## src/rtl/qxm_pkg.sv

```systemverilog
// ----------------------------------------------------------------------------
// qxm_pkg
// Shared types and constants of the quad-X motor mixer with desaturation.
// ----------------------------------------------------------------------------
package qxm_pkg;

   localparam int CMD_FRAC   = 4;
   localparam int SCALE_FRAC = 16;
   localparam int WIDE_FRAC  = CMD_FRAC + SCALE_FRAC;

   localparam int PULSE_W    = 12;
   localparam int LIMIT_W    = 15;
   localparam int CMD_W      = 16;
   localparam int SIGN_W     = 12;
   localparam int CSR_IDX_W  = 3;
   localparam int CSR_DATA_W = 15;

   localparam int SCALE_W = SCALE_FRAC + 1;
   localparam int RP_W    = CMD_W + 2;
   localparam int DEN_W   = CMD_W + 1;
   localparam int NUM_W   = PULSE_W + WIDE_FRAC;
   localparam int REM_W   = DEN_W + SCALE_FRAC + 1;
   localparam int BASE_W  = NUM_W + 2;
   localparam int DIV_LAT = SCALE_W + 1;

   localparam longint SAT_NUM = 9999;
   localparam longint SAT_DEN = 10000;
   localparam int SAT_THRESH =
      int'((SAT_NUM * (longint'(1) << SCALE_FRAC) + SAT_DEN - 1) / SAT_DEN);

   localparam logic [CSR_IDX_W-1:0] CSR_IDLE_PULSE  = 3'd0;
   localparam logic [CSR_IDX_W-1:0] CSR_MAX_PULSE   = 3'd1;
   localparam logic [CSR_IDX_W-1:0] CSR_STOP_PULSE  = 3'd2;
   localparam logic [CSR_IDX_W-1:0] CSR_ROLL_LIMIT  = 3'd3;
   localparam logic [CSR_IDX_W-1:0] CSR_PITCH_LIMIT = 3'd4;
   localparam logic [CSR_IDX_W-1:0] CSR_YAW_LIMIT   = 3'd5;
   localparam logic [CSR_IDX_W-1:0] CSR_MIX_SIGNS   = 3'd6;

   localparam logic [PULSE_W-1:0] IDLE_RESET  = 12'd1000;
   localparam logic [PULSE_W-1:0] MAX_RESET   = 12'd2000;
   localparam logic [PULSE_W-1:0] STOP_RESET  = 12'd900;
   localparam logic [LIMIT_W-1:0] ROLL_RESET  = 15'd4000;
   localparam logic [LIMIT_W-1:0] PITCH_RESET = 15'd4000;
   localparam logic [LIMIT_W-1:0] YAW_RESET   = 15'd3200;
   localparam logic [SIGN_W-1:0]  SIGNS_RESET = 12'd0;

   typedef struct packed {
      logic [PULSE_W-1:0]      throttle;
      logic signed [CMD_W-1:0] roll_command;
      logic signed [CMD_W-1:0] pitch_command;
      logic signed [CMD_W-1:0] yaw_command;
   } req_type;

   typedef struct packed {
      logic                    status;
      logic [PULSE_W-1:0]      motor_one;
      logic [PULSE_W-1:0]      motor_two;
      logic [PULSE_W-1:0]      motor_three;
      logic [PULSE_W-1:0]      motor_four;
      logic [SCALE_W-1:0]      tilt_scale;
      logic [SCALE_W-1:0]      twist_scale;
      logic signed [CMD_W-1:0] applied_yaw;
      logic                    saturated;
   } rsp_type;

endpackage

```

## src/rtl/qxm_divider.sv

```systemverilog
// ----------------------------------------------------------------------------
// qxm_divider
// Pipelined restoring divider, one quotient bit per stage, quotient limited
// to one in Q1.16 scale format.
// ----------------------------------------------------------------------------
module qxm_divider (
   input  logic                               clock,
   input  logic                               enable,
   input  logic [qxm_pkg::NUM_W-1:0]          num_in,
   input  logic [qxm_pkg::DEN_W-1:0]          den_in,
   output logic [qxm_pkg::SCALE_W-1:0]        quot_out
);

   localparam int SW = qxm_pkg::SCALE_W;
   localparam int RW = qxm_pkg::REM_W;
   localparam int DW = qxm_pkg::DEN_W;

   logic [RW-1:0] rem_ff  [SW];
   logic [DW-1:0] den_ff  [SW];
   logic [SW-1:0] quot_ff [SW+1];

   logic [RW-1:0] cap;
   logic [RW-1:0] num_x;
   logic [RW-1:0] rem_in;

   // limit numerator so the quotient never exceeds one
   assign cap    = RW'(den_in) << qxm_pkg::SCALE_FRAC;
   assign num_x  = RW'(num_in);
   assign rem_in = (num_x >= cap) ? cap : num_x;

   always_ff @(posedge clock) begin
      if (enable) begin
         rem_ff[0]  <= rem_in;
         den_ff[0]  <= den_in;
         quot_ff[0] <= '0;
      end
   end

   for (genvar j = 0; j < SW; j++) begin : g_step
      localparam int SH = qxm_pkg::SCALE_FRAC - j;
      logic [RW-1:0] sub;
      logic          go;
      assign sub = RW'(den_ff[j]) << SH;
      assign go  = rem_ff[j] >= sub;
      always_ff @(posedge clock) begin
         if (enable) begin
            quot_ff[j+1] <= quot_ff[j] | (SW'(go) << SH);
         end
      end
      if (j < SW - 1) begin : g_carry
         always_ff @(posedge clock) begin
            if (enable) begin
               rem_ff[j+1] <= go ? (rem_ff[j] - sub) : rem_ff[j];
               den_ff[j+1] <= den_ff[j];
            end
         end
      end
   end

   assign quot_out = quot_ff[SW];

endmodule

```

## config.mk

```make
export PLATFORM = sky130hd
export DESIGN_NAME = qxm_divider
export DESIGN_NICKNAME = d
export VERILOG_FILES = /design/src/rtl/qxm_pkg.sv /design/src/rtl/qxm_divider.sv
export SDC_FILE = /design/constraint.sdc
export NUM_CORES = 2
export LEC_CHECK = 0
export ABC_CLOCK_PERIOD_IN_PS = 3300
export BUFFER_PORTS_ARGS = -buffer_cell sky130_fd_sc_hd__buf_2
export CELL_PAD_IN_SITES_DETAIL_PLACEMENT = 0
export CELL_PAD_IN_SITES_GLOBAL_PLACEMENT = 1
export CORE_ASPECT_RATIO = 1.25
export CORE_MARGIN = 4
export CORE_UTILIZATION = 25
export DETAILED_ROUTE_END_ITERATION = 8
export PLACE_DENSITY_LB_ADDON = 0.25
export SLEW_MARGIN = 20
export SYNTH_ARGS = -nofsm -noshare
export SYNTH_HDL_FRONTEND = slang
export SYNTH_SLANG_ARGS = --single-unit
export TNS_END_PERCENT = 20
```

## constraint.sdc

```tcl
create_clock -name clock -period 3.3 [get_ports clock]
set_input_delay 0.165 -clock clock [delete_from_list [all_inputs] [get_ports clock]]
set_output_delay 0.165 -clock clock [all_outputs]
set_load 0.05 [all_outputs]
```

**After elaboration in Yosys (flattened, before gate mapping)**

Memories as Yosys holds them, arrays and structs flattened.
Cells that the tools add are included.

- Bits in registers: 0
- Memory bits (writable): 1173
- Output and inout port bits: 17
- Logic and storage cells: 73
- Memories: 3

Memory list:

| name | depth | bits a word | rd ports | clocked after Yosys merged registers in | wr ports | RTL line | source |
|---|---|---|---|---|---|---|---|
| rem_ff | 17 | 34 | 17 | 0 | 17 | qxm_divider.sv:18 | `logic [RW-1:0] rem_ff [SW];` |
| quot_ff | 18 | 17 | 18 | 0 | 18 | qxm_divider.sv:20 | `logic [SW-1:0] quot_ff [SW+1];` |
| den_ff | 17 | 17 | 17 | 0 | 17 | qxm_divider.sv:19 | `logic [DW-1:0] den_ff [SW];` |

- Add/subtract/negate cells: 16
- $lt $le $gt $ge: 18
- Muxes and demuxes: 19
- Bitwise gates (word level): 17

Operator list:

| operator | count |
|---|---|
| 34-bit two-way mux | 16 |
| 34-bit by 17-bit >= comparator with 1-bit output | 1 |
| 34-bit by 18-bit >= comparator with 1-bit output | 1 |
| 34-bit by 19-bit >= comparator with 1-bit output | 1 |
| 34-bit by 20-bit >= comparator with 1-bit output | 1 |
| 34-bit by 21-bit >= comparator with 1-bit output | 1 |
| 34-bit by 22-bit >= comparator with 1-bit output | 1 |
| 34-bit by 23-bit >= comparator with 1-bit output | 1 |
| 34-bit by 24-bit >= comparator with 1-bit output | 1 |
| 34-bit by 25-bit >= comparator with 1-bit output | 1 |
| 34-bit by 26-bit >= comparator with 1-bit output | 1 |
| 34-bit by 27-bit >= comparator with 1-bit output | 1 |
| 34-bit by 28-bit >= comparator with 1-bit output | 1 |
| 34-bit by 29-bit >= comparator with 1-bit output | 1 |
| 34-bit by 30-bit >= comparator with 1-bit output | 1 |
| 34-bit by 31-bit >= comparator with 1-bit output | 1 |
| 34-bit by 32-bit >= comparator with 1-bit output | 1 |
| 34-bit by 33-bit >= comparator with 1-bit output | 1 |
| 34-bit by 18-bit subtractor with 34-bit output | 1 |
| 34-bit by 19-bit subtractor with 34-bit output | 1 |
| 34-bit by 20-bit subtractor with 34-bit output | 1 |
| 34-bit by 21-bit subtractor with 34-bit output | 1 |
| 34-bit by 22-bit subtractor with 34-bit output | 1 |
| 34-bit by 23-bit subtractor with 34-bit output | 1 |
| 30 further kinds | 31 |

**Depth between registers and ports, before layout**

An unclocked memory read counts as a cell.

- Depth after elaboration: 3
- Depth in mapped cells: 14

**Worst setup path before layout**

Ideal clock, no wire load.

- Path type: reg-to-reg
- Start point: mem den_ff[0][187] in the netlist's numbering
- End point: mem rem_ff[0][441] in the netlist's numbering, data pin
- Setup time: 273 ps
- Data arrival time: 2822 ps
- Required time: 3027 ps
- Path slack: 205 ps
- Stages on the path, launching flop included: 11
- Path buffers: 0
- Period minus slack after synthesis: 3095 ps
- Cell sequence: edfxtp_1 ha_1 fa_1 nand2b_1 a21oi_1 nor3_1 o31ai_1 nand3_1 a311oi_1 nor4b_1 xor2_1

RTL lines:

| element | RTL line |
|---|---|
| from (decl) | qxm_divider.sv:19 |
| to (decl) | qxm_divider.sv:18 |

==> metrics.csv <==
stage,metric,value,unit
cts,numCtsBuffers,121,
place,gp_congestion,0.869,
die,die_y,518,um
cells_and_area,synthToLayoutAreaGrowth,21.6,%
place,dp_hpwl,95600,um
global_route,grt_max_degree,112,
timing,finalHoldViolations,0,
cells_and_area,final_cell_area,63100,um^2
cts,cts_tree,done,
timing,rsz0062_at_grt,true,
route,drt_first_pass_iters,5,
global_route,grt_pass1_vias,35980,
cts,cts_num_sinks,1019,
synthesis,syn-num-nets,4631,
cells_and_area,final_common_cell,edfxtp_1,
timing,fmax,307,MHz
route,antenna_left,0,
die,die_w,416,um
route,wl_per_cell,16.1,um
worst_hold_path,min_path_type,in2reg,
place,dpl.cell_count,7295,
setup_path,cp-start-kind,flop,
global_route,grt_pass1_wl,191000,um
die,rows,186,
route,vias_per_cell,4.40,
die,core_area,206000,um^2
route,wirelength,122000,um
global_route,grtUsageTotal,11.2,%
synthesis,syn_inst,4259,
synthesis,synthDistinctLibCells,91,
status,status,"complete, no violations",
synthesis,synth_async_sr_flop_share,0,%
cts,clkLatencyLatePin,0.73,ns
synthesis,ys.flop_type,edfxtp_1,
timing,period_minus_slack,3.25,ns
setup_path,critical_path_class,reg2reg,
power,vdd.ir_drop.worst,489,uV
cells_and_area,layout_common_cells,"edfxtp_1 (1,019), inv_1 (386), ha_1 (301)",
cts,clk_path_buf_depth,3,
power,p_leak,24.0,nW
die,start_util,25.2,%
route,vias,33348,
timing,clock_skew,0.0402,ns
die,dieArea,215000,um^2
synthesis,ys_ff_latch,1019,
route,drc,0,
setup_path,arrival,3.71,ns
place,portBuffers,67,
timing,setup_viol,0,
cells_and_area,drive_above_1_share,16.3,%
cts,cts.htree.levels,3,
place,placed_cell_area,58100,um^2
global_route,antenna_found_initial,1,
cells_and_area,finalNetCount,5124,
route,drtIter0Drc,989,
timing,period_share,98.6,%
timing,max-slew-margin-rel,51.9,%
cts,cts_root_buf,clkbuf_16,
cts,clk_pin_slew,0.06,ns
flow_run,maxCapViolations,0,
power,cellPowerDensity,779,nW/um^2
timing,fin_setup_tns,0,ns
synthesis,synth_edf_count,1019,
synthesis,synth-seq-area-share,58.9,%
setup_path,crit_fanout,4,
synthesis,syn_area,51900,um^2
die,io_pins,68,
timing,fin_hold_ws,0.152,ns
global_route,gr-total-overflow,0,
cells_and_area,final_cells,7581,
timing,worst_pin_slew,0.716,ns
timing,drv_slew,0,
synthesis,syn_avg_cell_area,12.2,um^2
setup_path,cp-end-kind,flop,
synthesis,yosys_warnings,0,
setup_path,cp_data_required_time,3.75,ns
## path summary, 6_finish.rpt
check                           start                  endpoint  slack, ns  cells past startpoint
max          rem_ff[0][328]$_DFFE_PP_  rem_ff[0][370]$_DFFE_PP_       0.05                      9
min                        den_in[11]   den_ff[0][11]$_DFFE_PP_       0.15                      2
max reg2reg  rem_ff[0][328]$_DFFE_PP_  rem_ff[0][370]$_DFFE_PP_       0.05                      9
min reg2reg  quot_ff[7][12]$_DFFE_PP_  quot_ff[8][12]$_DFFE_PP_       0.41                      0
## final cells by class
type | count | area [um^2]
antenna | 1 | 2.50
clock buffer | 137 | 3090
clock inverter | 88 | 892
fill | 20849 | 143000
inverter | 389 | 1460
multi-input combinational | 2776 | 20000
sequential | 1019 | 30600
tap | 2726 | 3410
timing repair buffer | 445 | 3650
## power breakdown
part           switching, mW  internal (mW)
combinational           8.98           7.77
clock                   5.40           7.87
sequential              1.49           17.7
total                   15.9           33.3
## worst max-delay path, stage by stage (launching register included)
cell,delay [ns]
edfxtp_1,0.44
ha_4,0.31
nand3_4,0.08
or4b_4,0.61
nor3_4,0.40
or4b_4,0.23
o311ai_4,0.10
a221o_1,0.39
nor4_2,0.31
xor2_1,0.11
## routing by layer
| layer | GRT usage (%) | part of all wire (%) | vias up |
|---|---|---|---|
| met5 | 0 | 0 | - |
| met4 | 6.77 | 6.7 | 0 |
| met3 | 1.62 | 2.3 | 302 |
| met2 | 24.3 | 60 | 438 |
| met1 | 9.07 | 31 | 15786 |
| li1 | - | - | 16822 |
## state kept, by name, indices dropped and copies added, names as in the netlist
name and cells:
quot_ff 153, rem_ff 577, den_ff 289
## repair_timing
action                     4_1_cts  5_1_grt
buffers inserted                 0       10
hold endpoints to repair        91        0
hold buffers                    50        0
gates resized for setup         28       72
pin swaps                        2       17
setup endpoints to repair       95      194
## cell families (layout without fill, tap and decap cells)
| group | count (synthesis) | count (layout) | share of synthesized area, % |
|---|---|---|---|
| muxes | 97 | 97 | 2.09 |
| xor gates and xnor gates | 308 | 308 | 5.19 |
| DFF | 1019 | 1019 | 58.9 |
| buffers and inverters | 464 | 1059 | 3.43 |
| other | 1 | 2 | 0.00722 |
| adders and majority gates | 321 | 321 | 7.96 |
| and+or+nand+nor | 1124 | 1124 | 11.1 |
| AOI/OAI and AO/OA | 925 | 925 | 11.3 |
## cell usage after synthesis (all sizes together) (21+ instances only)
cell type     n  area [um^2]
nand3        60          300
mux2         90         1010
nand4        45          282
xor2        138         1210
o21ai       216         1080
nand2       268         1010
or3          43          269
or4          21          158
o21a         63          473
nor4         67          432
clkbuf       45          169
xnor2       170         1490
or2          23          144
inv         389         1460
o31ai        42          315
edfxtp     1019        30600
nor2        271         1030
nor2b        43          269
buf          30          154
nor3         94          475
a31oi        23          144
a21oi       286         1440
ha          305         3820
and2         33          206
nand2b       54          338
a21o         98          736
a211oi       29          218
## stage by stage
step | total power [mW] | util, % | worst slack, ns
finish | 49.2 | 30.7 | 0.0452
global route | 52.5 | 30.7 | -0.0315
CTS | 49.6 | 30.5 | 0.000816
detailed placement | 35.8 | 28.2 | -0.505
global placement | 35.8 | 28.2 | -0.523
floorplan | 30.1 | - | 0.205
No activity file was read; power rests on OpenSTA's default activity.
